===== config.mk =====
export PLATFORM = sky130hd
export DESIGN_NAME = ppls_front_flat
export DESIGN_NICKNAME = d
export VERILOG_FILES = /design/src/sv/ppls_pkg.sv /design/src/sv/ppls_if.sv /design/src/sv/ppls_front.sv /design/src/flat_wrapper.sv
export SDC_FILE = /design/constraint.sdc
export NUM_CORES = 1
export LEC_CHECK = 0
export BUFFER_PORTS_ARGS = -buffer_cell sky130_fd_sc_hd__buf_2
export CAP_MARGIN = 20
export CORE_ASPECT_RATIO = 1.25
export CORE_UTILIZATION = 58
export CTS_CLUSTER_DIAMETER = 80
export DETAILED_ROUTE_END_ITERATION = 7
export MAX_ROUTING_LAYER = met4
export PLACE_DENSITY = 0.94
export SLEW_MARGIN = 10
export SYNTH_ARGS = -nofsm -noshare
export SYNTH_HDL_FRONTEND = slang
export SYNTH_SLANG_ARGS = --single-unit

===== constraint.sdc =====
create_clock -name clk -period 15.7 [get_ports clk]
set_clock_uncertainty 0.05 [all_clocks]
set_input_delay 1.57 -clock clk [delete_from_list [all_inputs] [get_ports clk]]
set_output_delay 1.57 -clock clk [all_outputs]
set_load 0.02 [all_outputs]

===== src/sv/ppls_pkg.sv =====
`timescale 1ns / 1ps
package ppls_pkg;

  // Fixed formats
  localparam int NORMAL_WIDTH = 24;
  localparam int VEC_FRAC     = 14;
  localparam int SPEC_EXP     = 6;
  localparam int CHAN_MAX     = 255;
  localparam int LDIR_W       = 16;
  localparam int MAG_W        = 32;
  localparam int SH_W         = 5;
  localparam int MSB_TARGET   = 30;
  localparam int Q_W          = 16;
  localparam int SQRT_STEPS   = 32;
  localparam int DIV_STEPS    = 15;
  localparam int CFG_W        = 48;
  localparam int CFG_IDX_W    = 3;

  // Pipeline depths of the back end
  localparam int NORM_LAT = 4 + SQRT_STEPS + DIV_STEPS + 1;
  localparam int PIPE_LAT = NORM_LAT + 6 + SPEC_EXP + 3;

  // Queue between front and back
  localparam int FIFO_DEPTH = 4;
  localparam int FIFO_AW    = 2;

  typedef enum logic [CFG_IDX_W-1:0] {
    REG_AMB_COLOR,
    REG_LIGHT_COLOR,
    REG_LIGHT_DIR,
    REG_VIEW_DIR,
    REG_AMB_K,
    REG_DIF_K,
    REG_SPC_K
  } cfg_reg_t;

  typedef struct packed {
    logic [2:0][MAG_W-1:0] mag;
    logic [2:0]            neg;
    logic [SH_W-1:0]       sh;
  } vec_cls_t;

  typedef struct packed {
    vec_cls_t n;
    vec_cls_t l;
    logic     degen;
  } front_item_t;

  typedef struct packed {
    logic full;
    logic empty;
  } fifo_status_t;

  typedef struct packed {
    logic [23:0] amb_color;
    logic [23:0] light_color;
    logic [47:0] view_dir;
    logic [26:0] ka;
    logic [26:0] kd;
    logic [26:0] ks;
  } shade_cfg_t;

  // Magnitudes plus the left shift that brings the largest one to 2^30 or above
  function automatic vec_cls_t classify(input logic [2:0][MAG_W-1:0] mag,
                                        input logic [2:0] neg);
    vec_cls_t        c;
    logic [MAG_W-1:0] mx;
    mx = mag[0];
    if (mag[1] > mx) mx = mag[1];
    if (mag[2] > mx) mx = mag[2];
    c.mag = mag;
    c.neg = neg;
    c.sh  = '0;
    for (int i = 0; i < MAG_W; i++) begin
      if (mx[i]) c.sh = (i >= MSB_TARGET) ? '0 : SH_W'(MSB_TARGET - i);
    end
    return c;
  endfunction

endpackage


===== src/sv/ppls_if.sv =====
`timescale 1ns / 1ps
interface ppls_in_if import ppls_pkg::*; ();
  logic                           valid;
  logic                           ready;
  logic signed [NORMAL_WIDTH-1:0] normal_x;
  logic signed [NORMAL_WIDTH-1:0] normal_y;
  logic signed [NORMAL_WIDTH-1:0] normal_z;
  modport source (output valid, normal_x, normal_y, normal_z, input ready);
  modport sink   (input valid, normal_x, normal_y, normal_z, output ready);
endinterface



===== src/sv/ppls_front.sv =====
`timescale 1ns / 1ps
module ppls_front import ppls_pkg::*; (
  input  logic              clk,
  input  logic              rst_n,
  ppls_in_if.sink           in_ch,
  input  logic [CFG_W-1:0]  light_dir,
  input  logic              push_ok,
  output logic              push,
  output front_item_t       item
);

  logic                          adv;
  logic                          f1_vld_r;
  logic                          f2_vld_r;
  logic [2:0][MAG_W-1:0]         f1_nmag_r, f1_lmag_r;
  logic [2:0]                    f1_nneg_r, f1_lneg_r;
  front_item_t                   f2_item_r;
  logic [2:0][NORMAL_WIDTH-1:0]  nraw;
  logic [2:0][LDIR_W-1:0]        lraw;
  logic [2:0][MAG_W-1:0]         nmag, lmag;
  logic [2:0]                    nneg, lneg;
  logic [MAG_W-1:0]              next_ext, lext;
  vec_cls_t                      ncls, lcls;

  // Advance the two front stages together
  assign adv         = !f2_vld_r || push_ok;
  assign in_ch.ready = adv;
  assign push        = f2_vld_r && push_ok;
  assign item        = f2_item_r;

  // Split components into sign and magnitude
  always_comb begin
    next_ext = '0;
    lext     = '0;
    nraw[0]  = in_ch.normal_x;
    nraw[1]  = in_ch.normal_y;
    nraw[2]  = in_ch.normal_z;
    for (int i = 0; i < 3; i++) begin
      lraw[i]  = light_dir[CFG_W-1-LDIR_W*i -: LDIR_W];
      next_ext = {{(MAG_W-NORMAL_WIDTH){nraw[i][NORMAL_WIDTH-1]}}, nraw[i]};
      nneg[i]  = nraw[i][NORMAL_WIDTH-1];
      nmag[i]  = nneg[i] ? (~next_ext + MAG_W'(1)) : next_ext;
      lext     = {{(MAG_W-LDIR_W){lraw[i][LDIR_W-1]}}, lraw[i]};
      lneg[i]  = lraw[i][LDIR_W-1];
      lmag[i]  = lneg[i] ? (~lext + MAG_W'(1)) : lext;
    end
  end

  // Find the normalising shift of each vector
  assign ncls = classify(f1_nmag_r, f1_nneg_r);
  assign lcls = classify(f1_lmag_r, f1_lneg_r);

  always_ff @(posedge clk) begin
    if (!rst_n) begin
      f1_vld_r <= 1'b0;
      f2_vld_r <= 1'b0;
    end else if (adv) begin
      f1_vld_r <= in_ch.valid;
      f2_vld_r <= f1_vld_r;
    end
  end

  always_ff @(posedge clk) begin
    if (adv) begin
      f1_nmag_r       <= nmag;
      f1_nneg_r       <= nneg;
      f1_lmag_r       <= lmag;
      f1_lneg_r       <= lneg;
      f2_item_r.n     <= ncls;
      f2_item_r.l     <= lcls;
      f2_item_r.degen <= (f1_nmag_r == '0) || (f1_lmag_r == '0);
    end
  end

endmodule


===== src/flat_wrapper.sv =====
// flat-port wrapper written by rule: the top's interface ports become plain ports
module ppls_front_flat import ppls_pkg::*;
  (clk, rst_n, light_dir, push_ok, push, item, in_ch_valid, in_ch_normal_x, in_ch_normal_y, in_ch_normal_z, in_ch_ready);
  ppls_in_if in_ch_i ();
  input  logic clk;
  input  logic rst_n;
  input  logic [CFG_W-1:0] light_dir;
  input  logic push_ok;
  output logic push;
  output front_item_t item;
  input wire logic [$bits(in_ch_i.valid)-1:0] in_ch_valid;
  input wire logic [$bits(in_ch_i.normal_x)-1:0] in_ch_normal_x;
  input wire logic [$bits(in_ch_i.normal_y)-1:0] in_ch_normal_y;
  input wire logic [$bits(in_ch_i.normal_z)-1:0] in_ch_normal_z;
  output wire logic [$bits(in_ch_i.ready)-1:0] in_ch_ready;
  assign in_ch_i.valid = in_ch_valid;
  assign in_ch_i.normal_x = in_ch_normal_x;
  assign in_ch_i.normal_y = in_ch_normal_y;
  assign in_ch_i.normal_z = in_ch_normal_z;
  assign in_ch_ready = in_ch_i.ready;
  ppls_front u_core (.clk(clk), .rst_n(rst_n), .in_ch(in_ch_i), .light_dir(light_dir), .push_ok(push_ok), .push(push), .item(item));
endmodule

-- After elaboration in Yosys (flattened, before gate mapping)
Index checks and enable logic that the tools add are counted.
- bits in registers: 409
- $add $sub $neg: 6
- $lt $le $gt $ge: 4
- multiplexer cells: 70
- bitwise operators: 6
- reduce and logical (&&, ||, !) cells: 16
- operators with widths (operator ; count):
    32-bit by 1-bit adder with 32-bit output (second input constant) ; 6
    96-bit logical NOT ; 2
    32-bit inverter ; 6
    5-bit 2-to-1 mux ; 30
    32-bit > comparator ; 4
    32-bit 2-to-1 mux ; 4
    23-bit 2-to-1 mux ; 3
    4-bit 2-to-1 mux ; 16
    15-bit 2-to-1 mux ; 3
    17-bit OR reduction ; 2
    3-bit 2-to-1 mux ; 8
    9-bit OR reduction ; 2
    5-bit OR reduction ; 2
    2-bit 2-to-1 mux ; 4
    3-bit OR reduction ; 2
    2-bit OR reduction ; 2
    1-bit logical OR ; 2
    1-bit 2-to-1 mux ; 2
    1-bit logical AND ; 1
    1-bit logical NOT ; 1

-- Longest topological paths before layout
- word-level depth: 34
- mapped depth: 25

-- Least setup slack after synthesis
No wires, ideal clock.
- path kind: in2out
- from: input port push_ok
- to: output port in_ch_ready
- arrival time: 11.463 ns
- path slack: 2.617 ns
- stages: 1
- buffers on the path: 0
- path through: nand2b_1
- longest elaborated chain between the ends: 1
- ends and longest elaborated chain (element ; RTL line ; text):
    start, declared ; flat_wrapper.sv:8 ; input logic push_ok;
    1-bit logical OR ; ppls_front.sv:26 ; assign adv = !f2_vld_r || push_ok;
    end, declared ; flat_wrapper.sv:15 ; output wire logic [$bits(in_ch_i.ready)-1:0] in_ch_ready;
Every way passes these cells.

-- Final worst setup path
- from: register u_core.f1_nmag_r[15] (netlist name)
- to: register u_core.f2_item_r, in the netlist u_core.item[109], data pin
- longest elaborated chain between the ends: 19
- elaborated cells between the ends (all ways): 20
- those cells by class: order compare (2); mux (17); reduce/logical (1)
- ends and longest elaborated chain (element ; RTL line ; text):
    start, declared ; ppls_front.sv:15 ; logic [2:0][MAG_W-1:0] f1_nmag_r, f1_lmag_r;
    start signal, assigned ; ppls_front.sv:65 ; f1_nmag_r <= nmag;
    32-bit > comparator ; ppls_pkg.sv:69 ; if (mag[1] > mx) mx = mag[1];
    32-bit 2-to-1 mux * ; ppls_pkg.sv:69 ;
    32-bit > comparator ; ppls_pkg.sv:70 ; if (mag[2] > mx) mx = mag[2];
    32-bit 2-to-1 mux * ; ppls_pkg.sv:70 ;
    5-bit 2-to-1 mux (15 in series) ; ppls_pkg.sv:75 ; if (mx[i]) c.sh = (i >= MSB_TARGET) ? '0 : SH_W'(MSB_TARGET - i);
    end, declared ; ppls_front.sv:17 ; front_item_t f2_item_r;
Mark *: on every way between the ends. The rest lies on a longest branch, timed or not.
A chain may end at the register's enable or synchronous reset.

==> results.md <==
Die:
- The die is 214 µm tall.
- The die outline width is 172 µm.
- The initial utilization of the core area, before any placement, comes to 0.590.
- The floorplan has 77 rows.
- The die covers approximately 37000 µm².
- The count of boundary I/O pins is about 340.
- The floorplan step defined a core boundary enclosing about 35000 µm².

Clock network:
- Counting every sink on the clock net gives around 410.
- The number of hold buffers added after CTS is 0.
- The clock reaches the later pin of the worst-skew pair after 0.55 ns.
- TritonCTS built the clock tree.
- The H-tree generated during clock tree synthesis spans 2 levels.
- The cell at the root of the clock tree is sky130_fd_sc_hd__clkbuf_16.
- Gates resized during post-CTS repair numbered 0.
- The post-CTS setup-driven buffer insertion count is 0.
- The maximum buffer depth of the clock tree is 3.
- The number of buffers created by CTS is slightly above 40.
- After clock tree synthesis, the clock-pin slew on the worst setup and hold paths is about 0.06 ns.

Setup path:
- At the worst endpoint, the arrival time is 7.17 ns.
- The launch instance of the worst register-to-register path is u_core.f1_nmag_r[15].
- The setup slack of the worst register-to-register path is about 9 ns.
- The most critical setup path has its startpoint at u_core.f1_nmag_r[15].
- The largest single stage delay on the critical path is between 0.6 and 0.7 ns.
- In this run the number of cells on the critical path is 19.
- The category of cells accounting for the largest share of critical-path delay is simple AND/OR/NAND/NOR gates.
- The worst register-to-register path ends at u_core.item[109].
- The capture point of the critical path is u_core.item[109].
- Counting cells, the worst reg-to-reg path comes to 19.
- Along the worst path, the maximum fanout reaches 47.
- The required time of the critical path is roughly 16 ns.
- The worst setup path is of the register to register kind.
- The critical path's slowest cell is sky130_fd_sc_hd__buf_4.
- STA classifies the critical path endpoint as a register.
- The kind of start point of the critical path is a register.
- The number of buffers and inverters on the critical path is 3.
- Walking the worst path, the cells encountered are inv_1 > ha_1 > nand4_1 > nor4_1 > a22oi_1 > nor2_4 > buf_4 > mux2i_1 > ha_1 > nand4_1 > nor2_1 > a221o_1 > or3_1 > a21oi_2 > buf_4 > nand3_1 > a21o_1 > nand2b_1 > a2111oi_2.

Global routing:
- The first global-routing pass estimated about 89 mm of wire.
- The number of antenna violations at the first check in global routing is 1.
- The number of global-route vias before repair is 16000.
- The aggregate global routing overflow is 0.
- The maximum number of pins on one net before global-route repair is slightly below 200.
- The overall fraction of global-route tracks in use is 0.337.

Timing:
- The smallest hold slack is 0.365 ns.
- Setup slack closes at 8.81 ns.
- At the pin with the least slew margin, the transition time is 1.08 ns.
- The total count of max-transition violations in the final report is 0.
- Setup repair after global routing left no endpoint under its margin.
- Of the available clock period, the critical path in the final layout requires 0.439.
- The total of endpoints with negative setup slack in the final report is 0.
- Subtracting the final worst setup slack from the clock period gives 6.89 ns.
- The remaining max-slew budget at the tightest pin is 0.282.
- For the final routed database, the setup TNS stands at 0 ns.
- Static timing analysis puts the maximum clock frequency at between 100 and 150 MHz.
- The hold violation count in the final report is 0.

Power:
- The power density over cell area is between 100 and 150 nW/µm².
- Of the total power, the clock network draws 0.329.
- The sequential power share is 0.469.
- The net switching power of the design is approximately 940 µW.
- The fraction of power consumed by combinational cells is 0.202.
- Across the VDD grid, the largest voltage drop is approximately 110 µV.
- The internal power of the cells totals between 2 and 2.5 mW.
- The analysis attributes to cell leakage a power of a little over 10 nW.
- The share of total power consumed by net switching is 0.303.

Placement:
- The routability congestion estimate is 0.997.
- The count of input and output buffers is roughly 330.
- The worst setup slack before clock tree synthesis is a little under 9 ns.
- The area after detailed placement is about 23000 µm².
- The wire-length estimate of the detail-placed layout is 45.0 mm.

Route:
- In the final routed layout, each cell accounts on average for roughly 23 µm.
- Summed over all layers, the routed wires come to 60.3 mm.
- The routed layout has around 16000 vias.
- After detailed routing, the number of remaining DRC violations is 0.
- The count of nets left with antenna violations once routing finished came out at 0.
- The detailed-route vias per instance is roughly 6.2.
- The starting DRC count in detailed routing is between 1500 and 2000.
- The number of detailed-routing iterations run before antenna repair is 6.

Flow run:
- The number of maximum-capacitance constraint violations is 0.

Synthesis:
- For this run, the leading register cell type out of synthesis is sky130_fd_sc_hd__edfxtp_1.
- The distinct cell type count of the synthesized netlist is 80.
- Of the synthesized area, sequential elements account for 0.588.
- Dividing the synthesized area by the synthesized cell count gives around 13 µm².
- The Yosys step of the flow raised 0 warnings.
- The total standard cell area after synthesis is between 20000 and 25000 µm².
- For this run, asynchronously set or reset flops after synthesis account for 0.
- The synthesized design contains between 400 and 500 enable-type register cells.
- The count of mapped cells out of synthesis is about 1700.
- The flip-flop and latch count after synthesis is ~410.

Hold path:
- The class of the most critical hold timing path is register to register.

Layout:
- The number of nets in the finished design is approximately 2300.
- Compared with the post-synthesis result, the final layout area differs by 18.2%.
- In the layout the commonest cells are sky130_fd_sc_hd__edfxtp_1, sky130_fd_sc_hd__buf_2, sky130_fd_sc_hd__ha_1, sky130_fd_sc_hd__nor2_1, sky130_fd_sc_hd__inv_1.
- In the final layout, the share of cells above drive strength 1 is 0.211.
- The final design area excluding fillers is 24700 µm².
- The library cell used most frequently in the layout, excluding fill and tap cells, is sky130_fd_sc_hd__edfxtp_1.

Status:
- The run finished with clean final reports.
==> through the flow <==
step | utilization | std cells | total power, mW
floorplan | - | 1732 | 1.86
detailed placement | 0.658 | 2515 | 2.09
global placement | 0.658 | 2515 | 2.06
CTS | 0.697 | 2588 | 3.10
finish | 0.697 | 2589 | 3.10
global route | 0.697 | 2589 | 3.21
==> per-layer routing <==
layer / GRT usage / share of wire / wire (µm)
met4: 0.219 / 0.072 / 4350
met5: - / 0 / 0
met3: 0.0437 / 0.074 / 4470
met1: 0.366 / 0.34 / 20700
met2: 0.572 / 0.51 / 30800
==> area by class of cell <==
| type | instances | area (µm²) |
|---|---|---|
| diodes | 1 | 2.50 |
| clock buffers | 44 | 1040 |
| clock inverters | 29 | 349 |
| fillers | 2490 | 10700 |
| inverters | 106 | 398 |
| multi-input cells | 1187 | 8280 |
| flip-flops and latches | 409 | 12300 |
| well taps | 474 | 593 |
| repair buffers | 339 | 1730 |
==> synthesized netlist by cell type (all sizes together) (5+ instances only) <==
cell type,n,share of area
inv,106,0.019
nand4,54,0.016
o211ai,12,0.0043
a2111oi,6,0.0032
ha,137,0.082
a21boi,5,0.0018
nand3,23,0.0061
a22oi,5,0.0020
xnor2,94,0.039
clkbuf,10,0.0018
or3,22,0.0066
a31oi,14,0.0052
nor2b,16,0.0048
mux2i,66,0.032
nor2,120,0.022
o21ai,86,0.021
o41ai,21,0.0088
a31o,10,0.0042
nand2,80,0.015
a21o,6,0.0022
buf,20,0.0071
a21oi,102,0.025
mux2,14,0.0076
a211oi,7,0.0025
nor3,41,0.0098
edfxtp,407,0.59
nor4,49,0.015
and3,5,0.0015
and2,6,0.0018
nand2b,19,0.0057
o21bai,8,0.0029
o31ai,32,0.012
xor2,8,0.0034
or4,15,0.0056
==> worst min path at each step <==
stage	slack (ns)	cells after the start	start	endpoint
after detailed placement	0.35	0	u_core.f1_nneg_r[2]	u_core.item[112]
after global routing	0.37	0	u_core.f1_lneg_r[0]	u_core.item[6]
after floorplan	0.35	0	u_core.f1_nneg_r[0]	u_core.item[110]
final	0.37	0	u_core.f1_lneg_r[0]	u_core.item[6]
after global placement	0.35	0	u_core.f1_nneg_r[1]	u_core.item[111]
after CTS	0.37	0	u_core.f1_nneg_r[2]	u_core.item[112]
==> registers in the layout, indices dropped and copies added, names as in the netlist <==
| register | flops |
|---|---|
| u_core.f1_nneg_r | 3 |
| u_core.f1_lneg_r | 3 |
| u_core.item | 209 |
| u_core.f1_vld_r | 1 |
| u_core.f1_nmag_r | 96 |
| u_core.f1_lmag_r | 96 |
| u_core.f2_vld_r | 1 |
==> kinds of logic (layout without fill, tap and decap cells) <==
logic type / after synthesis / count (layout) / share of synthesized area
other: 1 / 70 / 0.000180
adder cells (fa/ha/maj): 137 / 137 / 0.0822
multiplexers: 80 / 80 / 0.0394
XOR/XNOR: 102 / 102 / 0.0428
AO/OA/AOI/OAI: 336 / 336 / 0.104
flip-flops: 409 / 409 / 0.588
AND/OR/NAND/NOR: 463 / 463 / 0.115
buffers and inverters: 136 / 518 / 0.0280
==> power by group through the flow <==
stage,Sequential [mW],Clock (mW),Combinational [mW]
after CTS,1.45,1.03,0.618
after detailed placement,1.47,0,0.612
final,1.46,1.02,0.626
after floorplan,1.52,0,0.345
after global placement,1.47,0,0.591
after global routing,1.47,1.07,0.679
Power figures use the tool's default switching activity.
