[src/sv/ppls_pkg.sv]
`timescale 1ns / 1ps
package ppls_pkg;

  // Fixed formats
  localparam int NORMAL_WIDTH = 24;
  localparam int VEC_FRAC     = 14;
  localparam int SPEC_EXP     = 6;
  localparam int CHAN_MAX     = 255;
  localparam int LDIR_W       = 16;
  localparam int MAG_W        = 32;
  localparam int SH_W         = 5;
  localparam int MSB_TARGET   = 30;
  localparam int Q_W          = 16;
  localparam int SQRT_STEPS   = 32;
  localparam int DIV_STEPS    = 15;
  localparam int CFG_W        = 48;
  localparam int CFG_IDX_W    = 3;

  // Pipeline depths of the back end
  localparam int NORM_LAT = 4 + SQRT_STEPS + DIV_STEPS + 1;
  localparam int PIPE_LAT = NORM_LAT + 6 + SPEC_EXP + 3;

  // Queue between front and back
  localparam int FIFO_DEPTH = 4;
  localparam int FIFO_AW    = 2;

  typedef enum logic [CFG_IDX_W-1:0] {
    REG_AMB_COLOR,
    REG_LIGHT_COLOR,
    REG_LIGHT_DIR,
    REG_VIEW_DIR,
    REG_AMB_K,
    REG_DIF_K,
    REG_SPC_K
  } cfg_reg_t;

  typedef struct packed {
    logic [2:0][MAG_W-1:0] mag;
    logic [2:0]            neg;
    logic [SH_W-1:0]       sh;
  } vec_cls_t;

  typedef struct packed {
    vec_cls_t n;
    vec_cls_t l;
    logic     degen;
  } front_item_t;

  typedef struct packed {
    logic full;
    logic empty;
  } fifo_status_t;

  typedef struct packed {
    logic [23:0] amb_color;
    logic [23:0] light_color;
    logic [47:0] view_dir;
    logic [26:0] ka;
    logic [26:0] kd;
    logic [26:0] ks;
  } shade_cfg_t;

  // Magnitudes plus the left shift that brings the largest one to 2^30 or above
  function automatic vec_cls_t classify(input logic [2:0][MAG_W-1:0] mag,
                                        input logic [2:0] neg);
    vec_cls_t        c;
    logic [MAG_W-1:0] mx;
    mx = mag[0];
    if (mag[1] > mx) mx = mag[1];
    if (mag[2] > mx) mx = mag[2];
    c.mag = mag;
    c.neg = neg;
    c.sh  = '0;
    for (int i = 0; i < MAG_W; i++) begin
      if (mx[i]) c.sh = (i >= MSB_TARGET) ? '0 : SH_W'(MSB_TARGET - i);
    end
    return c;
  endfunction

endpackage

[src/sv/ppls_fifo.sv]
`timescale 1ns / 1ps
module ppls_fifo import ppls_pkg::*; (
  input  logic         clk,
  input  logic         rst_n,
  input  logic         push,
  input  front_item_t  push_item,
  input  logic         pop,
  output logic         pop_vld,
  output front_item_t  pop_item,
  output fifo_status_t status
);

  front_item_t        mem_r [FIFO_DEPTH];
  logic [FIFO_AW-1:0] wp_r, rp_r;
  logic [FIFO_AW:0]   cnt_r;
  logic               do_pop;

  assign status.full  = (cnt_r == (FIFO_AW+1)'(FIFO_DEPTH));
  assign status.empty = (cnt_r == '0);
  assign pop_vld      = !status.empty;
  assign pop_item     = mem_r[rp_r];
  assign do_pop       = pop && !status.empty;

  // Pointers and fill count
  always_ff @(posedge clk) begin
    if (!rst_n) begin
      wp_r  <= '0;
      rp_r  <= '0;
      cnt_r <= '0;
    end else begin
      if (push) wp_r <= wp_r + FIFO_AW'(1);
      if (do_pop) rp_r <= rp_r + FIFO_AW'(1);
      if (push && !do_pop) cnt_r <= cnt_r + (FIFO_AW+1)'(1);
      else if (do_pop && !push) cnt_r <= cnt_r - (FIFO_AW+1)'(1);
    end
  end

  // Store the beat
  always_ff @(posedge clk) begin
    if (push) mem_r[wp_r] <= push_item;
  end

endmodule

[config.mk]
export PLATFORM = sky130hd
export DESIGN_NAME = ppls_fifo
export DESIGN_NICKNAME = d
export VERILOG_FILES = /design/src/sv/ppls_pkg.sv /design/src/sv/ppls_fifo.sv
export SDC_FILE = /design/constraint.sdc
export NUM_CORES = 1
export LEC_CHECK = 0
export BUFFER_PORTS_ARGS = -buffer_cell sky130_fd_sc_hd__clkbuf_2
export CAP_MARGIN = 40
export CORE_MARGIN = 8
export CORE_UTILIZATION = 50
export CTS_CLUSTER_SIZE = 28
export DETAILED_ROUTE_END_ITERATION = 8
export PLACE_DENSITY = 0.78
export SYNTH_ARGS = -nofsm -noshare
export SYNTH_HDL_FRONTEND = slang
export SYNTH_SLANG_ARGS = --single-unit
[constraint.sdc]
create_clock -name clk -period 13.3 [get_ports clk]
set_input_delay 1.995 -clock clk [delete_from_list [all_inputs] [get_ports clk]]
set_output_delay 1.995 -clock clk [all_outputs]
set_load 0.05 [all_outputs]
* Yosys cells after proc, flatten, opt, wreduce, memory -nomap -nowiden
Memory sizes are Yosys's and may differ from the RTL's. A register that Yosys moved wholly into a read port is not among the register bits.
Cells that the tools add are included.
Widths: inputs -> output; s select.
** Word-level totals
- Bits in registers :: 7
- Bits in latches :: 0
- RAM bits :: 836
- Memory bits (read-only) :: 0
- Input port bits :: 213
- Memories :: 1
** Cells by class
- $add $sub $neg :: 4
- Multipliers :: 0
- Divide/modulo/power cells :: 0
- Magnitude comparators :: 0
- Eq/ne operators :: 1
- Shift-type cells :: 0
- Mux-type cells :: 6
- Bitwise operators :: 0
- Reduce and logical (&&, ||, !) cells :: 8
** Memories
- mem_r :: depth 4, width 209, read ports 1, clocked after Yosys merged registers in 1, wr ports 1, line ppls_fifo.sv:13 : front_item_t mem_r [FIFO_DEPTH];
** Operator list (number)
- $mux 3 :: 2
- $add 2x1->2 const B :: 2
- $mux 2 :: 2
- $add 3x1->3 const B :: 1
- $eq 3x3->1 const B :: 1
- $logic_and 1x1->1 :: 3
- $logic_not 1->1 :: 3
- $logic_not 3->1 :: 1
- $sub 3x1->3 const B :: 1
- $mux 1 :: 2
- $reduce_bool 2->1 :: 1

* Longest topological paths before layout
Gate-level depths: netlist (run 1).
- Word-level depth :: 6
- Gate-level depth with buffers :: 7
- Mapped depth without buffers :: 7

* Worst setup path before layout (run 1)
No wires, ideal clock.
- Path kind :: input-to-reg
- From :: in push
- To :: mem mem_r[0][0] (netlist name), enable pin
- Library setup time :: 0.594 ns
- Arrival :: 6.733 ns
- Data required time :: 12.706 ns
- Slack :: 5.972 ns
- Stages on the path :: 1
- Cells stage by stage :: and2_1
** On the way
- Cells in the longest elaborated chain, start to end :: 2
** RTL lines
- start: declaration :: line ppls_fifo.sv:5 : input logic push,
- $mux 1 :: line ppls_fifo.sv:40 : if (push) mem_r[wp_r] <= push_item;
- $mux 1 (not written as such) :: line ppls_fifo.sv:40
- end: declaration :: line ppls_fifo.sv:13
No other way between the ends.

==> impl_metrics.tcl, run 1 <==
set metrics [dict create \
    detail-route-antenna-nets 0 \
    reg2reg_to "mem_r[0][84]$_DFFE_PP_" \
    synthTopCellsByArea "edfxtp_1 (82%), mux4_2 (15%), dfxtp_1 (0.59%), buf_6 (0.41%), buf_2 (0.39%)" \
    syn_area_um2 30600 \
    area_growth_pct 19.3 \
    status "completed" \
    crit_type "reg2out" \
    synth_area_leader_cell "edfxtp_1" \
    seqCellArea_um2 25300 \
    dp_hpwl_um 38800 \
    rows 90 \
    async_flop_share_pct 0 \
    start_kind "flip-flop" \
    stdcell_count 2474 \
    ff2ff_path_depth 5 \
    cp.arrival_ns 3.51 \
    slew_viol_final 0 \
    cts_buffers 83 \
    final_core_util_pct 60.4 \
    drc 0 \
    antenna_found_initial 8 \
    netlist_top_cells_count "edfxtp_1 (836), mux4_2 (209), buf_2 (24), buf_6 (11)" \
    hold_path_depth 2 \
    clock_path_buffers 3 \
    wire_per_inst_um 24.7 \
    cts_setup_buffers 0 \
    yosys_register_bits 845 \
    ys_seq_area_share_pct 82.7 \
    die_x_um 263 \
    clk_pin_slew_ns 0.06 \
    leakage_nw 12.3 \
    total_power_mw 7.61 \
    grt_pass1_vias 14800 \
    fin_crit_ns 5.50 \
    vias 13900 \
    min_from "cnt_r[2]$_SDFFE_PN0P_" \
    setup_viol 0 \
    io_buffers 424 \
    grt_max_degree 106 \
    cts-resized-gates 0 \
    crit_path_max_incr_delay_ns 0.76 \
    drt_iter0_drc 1067 \
    syn_avg_cell_area_um2 26.9 \
    ff2ff_setup_slack_ns 10.12 \
    finalNetCount 1844 \
    clock-root-buffer "clkbuf_16" \
    drt-total-wl_um 61100 \
    htree_levels 3 \
    num_io_pins 425 \
    vias_per_cell 5.61 \
    syn-num-nets 1354 \
    fin_skew_ns 0.0195 \
    grt-ovfl-total 0 \
    place_congestion 0.748 \
    cts_tree "yes" \
    placedInstanceArea_um2 33800 \
    cp-end-kind "output port" \
    die_h_um 263 \
    yosysWarnings 0 \
    whs_endpoint "cnt_r[2]$_SDFFE_PN0P_" \
    clkLatencyLatePin_ns 0.63 \
    hold_violations 0 \
    ctsHoldBuffers 0 \
    fin_crit_sh_pct 41.4 \
    drive_gt1_share_pct 46.3 \
    grt_first_pass_wirelength_um 92100 \
    dieArea_um2 69300 \
    crit_chain "buf_4 -> buf_4 -> buf_16 -> mux4_2 -> clkbuf_2" \
    netlist_instances 1135 \
    yosysTopAreaCellShare_pct 82.1 \
    maxSlewHeadroom_pct 27.0 \
    maxCapViolCount 0 \
    place_inst 2322 \
    clock_sinks 845 \
    power.density_nw_per_um2 209 \
    synth_ff_type "edfxtp_1" \
    cp_max_fo 57 \
    tns_ns 0 \
    required_ns 11.31 \
    dr.pass1.iters 5 \
    hold_class "reg2reg" \
    place_worst_setup_slack_ns 8.34 \
    max_freq_mhz 182 \
    r2r_start "wp_r[0]$_SDFFE_PN0P_" \
    start_util_pct 50.6 \
    holdWs_ns 0.549 \
    crit_slowest_cell "dfxtp_4" \
    rsz0062_at_grt "no" \
    setup_ws_ns 7.80 \
    worst_slew_pin_slew_ns 1.10 \
    yosysMostFrequentCell "edfxtp_1" \
    ir_worst_vdd_mv 0.197 \
    ys_types 22 \
    core_area_um2 60400 \
    postLayoutCellArea_um2 36500 \
    synth_enable_flop_cells 836 \
    crit_top_cell "buf_4" \
    multi_input_area_um2 4980 \
    grtUsageTotal_pct 17.4 \
    fillers 4038 \
]
[sequential cells by signal, summed over array words and instances, names as in the netlist, named ones only]
| name | flops |
|---|---|
| mem_r | 836 |
| cnt_r | 3 |
| rp_r | 2 |
| wp_r | 2 |
[metal layers]
metal | routed length (µm) | part of all wire, % | global-route usage, %
met5 | 47 | 0.077 | 0
met4 | 1610 | 2.6 | 5.80
met3 | 5400 | 8.8 | 5.83
met2 | 31500 | 52 | 29.1
met1 | 22600 | 37 | 21.3
[cells by family (layout without fill, tap and decap cells)]
logic type | Yosys count | count (layout) | synth area share [%]
other | 0 | 4 | 0
AOI/OAI and AO/OA | 4 | 4 | 0.0942
muxes | 211 | 211 | 15.5
DFF | 845 | 845 | 82.7
xor gates and xnor gates | 5 | 5 | 0.143
adders and majority gates | 6 | 6 | 0.270
and+or+nand+nor | 14 | 14 | 0.291
buffers and inverters | 50 | 603 | 0.995
[power by group]
group | internal [mW] | total [mW] | switching [mW] | leakage [nW]
Combinational | 0.669 | 2.19 | 1.52 | 3.20
Clock | 1.33 | 2.28 | 0.958 | 1.30
Sequential | 3.07 | 3.13 | 0.0663 | 7.75
Total | 5.06 | 7.61 | 2.54 | 12.3
[critical path, delay by kind of cell (launching register included)]
family	cells	cell delay [ns]
buffers and inverters	4	1.62
flip-flops	1	0.76
multiplexers	1	0.39
[cell type report]
cell class	instances	share of cell area, %
flip-flops and latches	845	69.3
multi-input cells	240	13.7
repair buffers	451	6.90
clock buffers	100	5.93
well taps	782	2.68
clock inverters	48	1.41
inverters	4	0.0412
diodes	4	0.0274
[layout by cell type (no fill, tap or decap), drive strengths merged, types with 3 or more instances in the layout]
master and n:
dfxtp 9, diode 4, clkinv 29, mux4 209
ha 5, inv 12, clkbuf 524, bufinv 8
clkinvlp 3, xnor2 3, buf 27, and2 9
edfxtp 836
[worst max-delay path by stage]
stage	start	endpoint	slack [ns]	depth (start not counted)
3_5_place_dp	flip-flop	pop_item[175]	8.34	5
5_1_grt	flip-flop	pop_item[87]	7.49	5
3_3_place_gp	flip-flop	pop_item[175]	8.03	4
4_1_cts	flip-flop	pop_item[175]	7.64	5
6_report	flip-flop	pop_item[137]	7.80	5
2_1_floorplan	push	mem_r[0][0]$_DFFE_PP_	5.97	1
No activity file was read; power rests on OpenSTA's default activity.
==> run 2: changes to the inputs <==
==> constraint.sdc (replaced) <==
create_clock -name clk -period 5.6 [get_ports clk]
set_input_delay 0.84 -clock clk [delete_from_list [all_inputs] [get_ports clk]]
set_output_delay 0.84 -clock clk [all_outputs]
set_load 0.05 [all_outputs]
==> run 2 against run 1 <==
Compared with the run above:
- wire length up 0.40%
- non-clock buffer count down 6
- worst setup slack worse by 5.9 ns
- critical path depth down 1
- global-route usage about the same
- first-iteration DRC count up 4.4%
- final area down 0.21%
- clock-buffer cell count up 2
- final cell count down 0.16%
- via count down 0.82%
- highest routed layer unchanged
==> impl_metrics.tcl, run 2 (same netlist as run 1, synthesis figures left out) <==
set metrics [dict create \
    status "completed" \
    reg_top3 "mem_r (836), cnt_r (3)" \
    multi_input_area_um2 4980 \
    tns_ns 0 \
    ff2ff_path_depth 7 \
    required_ns 4.76 \
    rsz0062_at_grt "no" \
    postLayoutCellArea_um2 36400 \
    cts_setup_buffers 0 \
    grt_pass1_vias 14800 \
    clk_pin_slew_ns 0.06 \
    dp_hpwl_um 38300 \
    io_buffers 424 \
    fin_skew_ns 0.0166 \
    grt_first_pass_wirelength_um 92000 \
    die_x_um 263 \
    clock_sinks 845 \
    core_area_um2 60400 \
    cp-end-kind "output port" \
    wire_per_inst_um 24.8 \
    grt_max_degree 117 \
    largest_reg_flops 836 \
    fin_crit_sh_pct 66.2 \
    power.density_nw_per_um2 496 \
    cp.arrival_ns 2.87 \
    final_cell_mix "edfxtp_1 (836), clkbuf_2 (424), mux4_2 (209), clkbuf_16 (84), clkbuf_1 (18)" \
    cts_tree "yes" \
    detail-route-antenna-nets 0 \
    setup_viol 0 \
    num_io_pins 425 \
    max_freq_mhz 270 \
    antenna_found_initial 7 \
    clkLatencyLatePin_ns 0.61 \
    drt-total-wl_um 61300 \
    dr.pass1.iters 4 \
    critPathCapture "pop_item[69]" \
    ctsHoldBuffers 0 \
    grt-ovfl-total 0 \
    cp_max_fo 50 \
    drc 0 \
    grtUsageTotal_pct 17.4 \
    ff2ff_setup_slack_ns 3.25 \
    fin_crit_ns 3.71 \
    vias 13800 \
    total_power_mw 18.1 \
    holdWs_ns 0.430 \
    htree_levels 3 \
    place_congestion 0.735 \
    place_inst 2316 \
    start_kind "flip-flop" \
    leakage_nw 12.2 \
    die_h_um 263 \
    cts_buffers 83 \
    ir_worst_vdd_mv 0.436 \
    drive_gt1_share_pct 46.2 \
    hold_class "in2reg" \
    dieArea_um2 69300 \
    slew_viol_final 0 \
    drt_iter0_drc 1114 \
    crit_type "reg2out" \
    seqCellArea_um2 25300 \
    maxSlewHeadroom_pct 44.4 \
    clock_path_buffers 3 \
    vias_per_cell 5.57 \
    area_growth_pct 19.1 \
    finalNetCount 1838 \
    start_util_pct 50.6 \
    clock-root-buffer "clkbuf_16" \
    rows 90 \
    fillers 4078 \
    placedInstanceArea_um2 33700 \
    hold_violations 0 \
    maxCapViolCount 0 \
    largest_register "mem_r" \
    reg2reg_to "cnt_r[2]$_SDFFE_PN0P_" \
    r2r_start "cnt_r[0]$_SDFFE_PN0P_" \
    stdcell_count 2470 \
    cts-resized-gates 0 \
    layout_commonest_cell "edfxtp_1" \
    worst_slew_pin_slew_ns 0.834 \
]
run 2: worst min path at each step:
stage          slack [ns]                  start               endpoint  cells after the start
2_1_floorplan        0.49  cnt_r[2]$_SDFFE_PN0P_  cnt_r[2]$_SDFFE_PN0P_                      2
3_3_place_gp         0.51  cnt_r[2]$_SDFFE_PN0P_  cnt_r[2]$_SDFFE_PN0P_                      2
3_5_place_dp         0.57   wp_r[1]$_SDFFE_PN0P_   wp_r[1]$_SDFFE_PN0P_                      2
4_1_cts              0.38           push_item[2]  mem_r[3][2]$_DFFE_PP_                      1
5_1_grt              0.39           push_item[2]  mem_r[3][2]$_DFFE_PP_                      1
6_report             0.43           push_item[2]  mem_r[3][2]$_DFFE_PP_                      1
run 2: per-layer routing:
layer	global-route usage (%)	share of wire, %	up-vias
met5	0	0.080	-
met1	21.0	37	7205
met4	4.57	2.3	8
met3	6.54	9.0	112
met2	29.4	51	516
li1	-	-	5920
run 2: critical path, stage by stage (launching register included):
cell and delay, ns:
dfxtp_4 0.60, buf_16 0.28, buf_12 0.39, mux4_2 0.61, clkbuf_2 0.27
run 2: layout make-up:
type                    instances  area share [%]
flip-flops and latches        845            69.5
multi-input cells             240            13.7
repair buffers                445            6.75
clock buffers                 102            5.96
well taps                     782            2.69
clock inverters                48            1.35
inverters                       4          0.0413
diodes                          4          0.0275
run 2: power breakdown:
part | leakage, nW | internal [mW] | switching (mW)
clock | 1.30 | 3.11 | 2.27
combinational | 3.16 | 1.62 | 3.65
sequential | 7.75 | 7.29 | 0.132
total | 12.2 | 12.0 | 6.06
run 2: stage by stage:
step	utilization (%)	setup WS [ns]
5_1_grt	60.3	1.67
2_1_floorplan	-	1.76
3_3_place_gp	55.8	2.31
6_report	60.3	1.89
3_5_place_dp	55.9	2.49
4_1_cts	60.3	1.79
==> run 3: changes to the inputs <==
--- a/config.mk
+++ b/config.mk
@@ -11,7 +11,7 @@
 export CORE_UTILIZATION = 50
 export CTS_CLUSTER_SIZE = 28
 export DETAILED_ROUTE_END_ITERATION = 8
-export PLACE_DENSITY = 0.78
+export PLACE_DENSITY = 0.81
 export SYNTH_ARGS = -nofsm -noshare
 export SYNTH_HDL_FRONTEND = slang
 export SYNTH_SLANG_ARGS = --single-unit
==> constraint.sdc (replaced) <==
create_clock -name clk -period 3.4 [get_ports clk]
set_input_delay 0.51 -clock clk [delete_from_list [all_inputs] [get_ports clk]]
set_output_delay 0.51 -clock clk [all_outputs]
set_load 0.05 [all_outputs]
==> run 3 against run 2 <==
Compared with the run above:
- non-clock buffer count rose by 40
- critical path depth unchanged
- sequential share of layout area decreased by 0.48 points
- final area rose by 0.69%
- via count rose by 3.3%
- sequential power grew 64%
- critical path type unchanged
- die area is the same
- highest routed layer unchanged
==> impl_metrics.tcl, run 3 (same netlist as run 1, synthesis figures left out) <==
set metrics [dict create \
    slew_viol_final 0 \
    fin_crit_sh_pct 90.5 \
    grt_first_pass_wirelength_um 97600 \
    die_x_um 263 \
    multi_input_area_um2 4980 \
    grtUsageTotal_pct 18.5 \
    reg2reg_to "cnt_r[2]$_SDFFE_PN0P_" \
    postLayoutCellArea_um2 36600 \
    cp-end-kind "output port" \
    final_core_util_pct 60.7 \
    crit_chain "buf_4 -> buf_4 -> mux4_2 -> clkbuf_2" \
    antenna_found_initial 5 \
    fin_crit_ns 3.08 \
    start_kind "flip-flop" \
    dieArea_um2 69300 \
    finalNetCount 1878 \
    start_util_pct 50.6 \
    setup_viol 0 \
    max_freq_mhz 325 \
    num_io_pins 425 \
    worst_slew_pin_slew_ns 0.763 \
    ff2ff_setup_slack_ns 1.06 \
    detail-route-antenna-nets 0 \
    crit_path_max_incr_delay_ns 0.57 \
    critPathCapture "pop_item[79]" \
    place_congestion 0.750 \
    required_ns 2.89 \
    path_buf_inv 3 \
    clock_sinks 845 \
    fin_skew_ns 0.0193 \
    cp.arrival_ns 2.57 \
    cp_max_fo 15 \
    wire_per_inst_um 26.0 \
    fillers 3995 \
    area_growth_pct 19.9 \
    clk_pin_slew_ns 0.06 \
    path_depth 4 \
    hold_class "in2reg" \
    clock_path_buffers 3 \
    reg_top3 "mem_r (836), cnt_r (3)" \
    vias 14200 \
    crit_type "reg2out" \
    largest_register "mem_r" \
    clkLatencyLatePin_ns 0.62 \
    drt-total-wl_um 65300 \
    power.density_nw_per_um2 809 \
    leakage_nw 12.4 \
    final_cell_mix "edfxtp_1 (836), clkbuf_2 (424), mux4_2 (209), clkbuf_16 (84), buf_4 (40)" \
    vias_per_cell 5.67 \
    tns_ns 0 \
    cts_buffers 83 \
    dr.pass1.iters 5 \
    maxSlewHeadroom_pct 49.1 \
    layout_commonest_cell "edfxtp_1" \
    drive_gt1_share_pct 46.9 \
    rows 90 \
    ir_worst_vdd_mv 0.540 \
    die_h_um 263 \
    r2r_start "cnt_r[1]$_SDFFE_PN0P_" \
    maxCapViolCount 0 \
    grt_pass1_vias 15400 \
    placedInstanceArea_um2 34100 \
    clock-root-buffer "clkbuf_16" \
    ff2ff_path_depth 7 \
    io_buffers 424 \
    drc 0 \
    largest_reg_flops 836 \
    ctsHoldBuffers 0 \
    total_power_mw 29.6 \
    seqCellArea_um2 25300 \
    crit_slowest_cell "mux4_2" \
    dp_hpwl_um 42300 \
    core_area_um2 60400 \
    cts_tree "yes" \
    drt_iter0_drc 1274 \
    rsz0062_at_grt "no" \
    grt_max_degree 95 \
    cp_top_family "buffers and inverters" \
    cts-resized-gates 0 \
    hold_violations 0 \
    status "completed" \
    crit_top_cell "buf_4" \
    htree_levels 3 \
    cts_setup_buffers 0 \
    grt-ovfl-total 0 \
]
[run 3: per-stage QoR]
stage          std cells  worst slack, ns  hold WS, ns
6_report            2509            0.322        0.107
3_3_place_gp        2356            0.963        0.508
3_5_place_dp        2356            0.917        0.563
2_1_floorplan       1135            0.949        0.490
4_1_cts             2505            0.219       0.0584
5_1_grt             2505            0.161       0.0711
[run 3: worst min path at each step]
stage	startpoint	to	depth (start not counted)
floorplan	cnt_r[2]$_SDFFE_PN0P_	cnt_r[2]$_SDFFE_PN0P_	2
global placement	cnt_r[2]$_SDFFE_PN0P_	cnt_r[2]$_SDFFE_PN0P_	2
detailed placement	cnt_r[2]$_SDFFE_PN0P_	cnt_r[2]$_SDFFE_PN0P_	2
CTS	push_item[197]	mem_r[2][197]$_DFFE_PP_	1
global route	push_item[126]	mem_r[2][126]$_DFFE_PP_	1
finish	push_item[65]	mem_r[2][65]$_DFFE_PP_	1
[run 3: power by group]
group          switching [mW]  internal [mW]
Sequential              0.197           12.0
Combinational            6.16           2.81
Clock                    3.73           4.75
Total                    10.1           19.5
[run 3: cell type report]
| type | count | share of cell area (%) |
|---|---|---|
| Clock buffer | 106 | 5.96 |
| Tap cell | 782 | 2.67 |
| Sequential cell | 845 | 69.0 |
| Antenna cell | 4 | 0.0273 |
| Timing Repair Buffer | 485 | 7.76 |
| Multi-Input combinational cell | 240 | 13.6 |
| Inverter | 4 | 0.0410 |
| Clock inverter | 43 | 0.936 |
[run 3: routing by layer]
metal,track usage [%],vias to the layer above,wire length (µm)
met5,0,-,13
met2,32.4,585,34300
met1,22.7,7534,24500
li1,-,6013,-
met4,4.11,2,1020
met3,5.59,85,5480
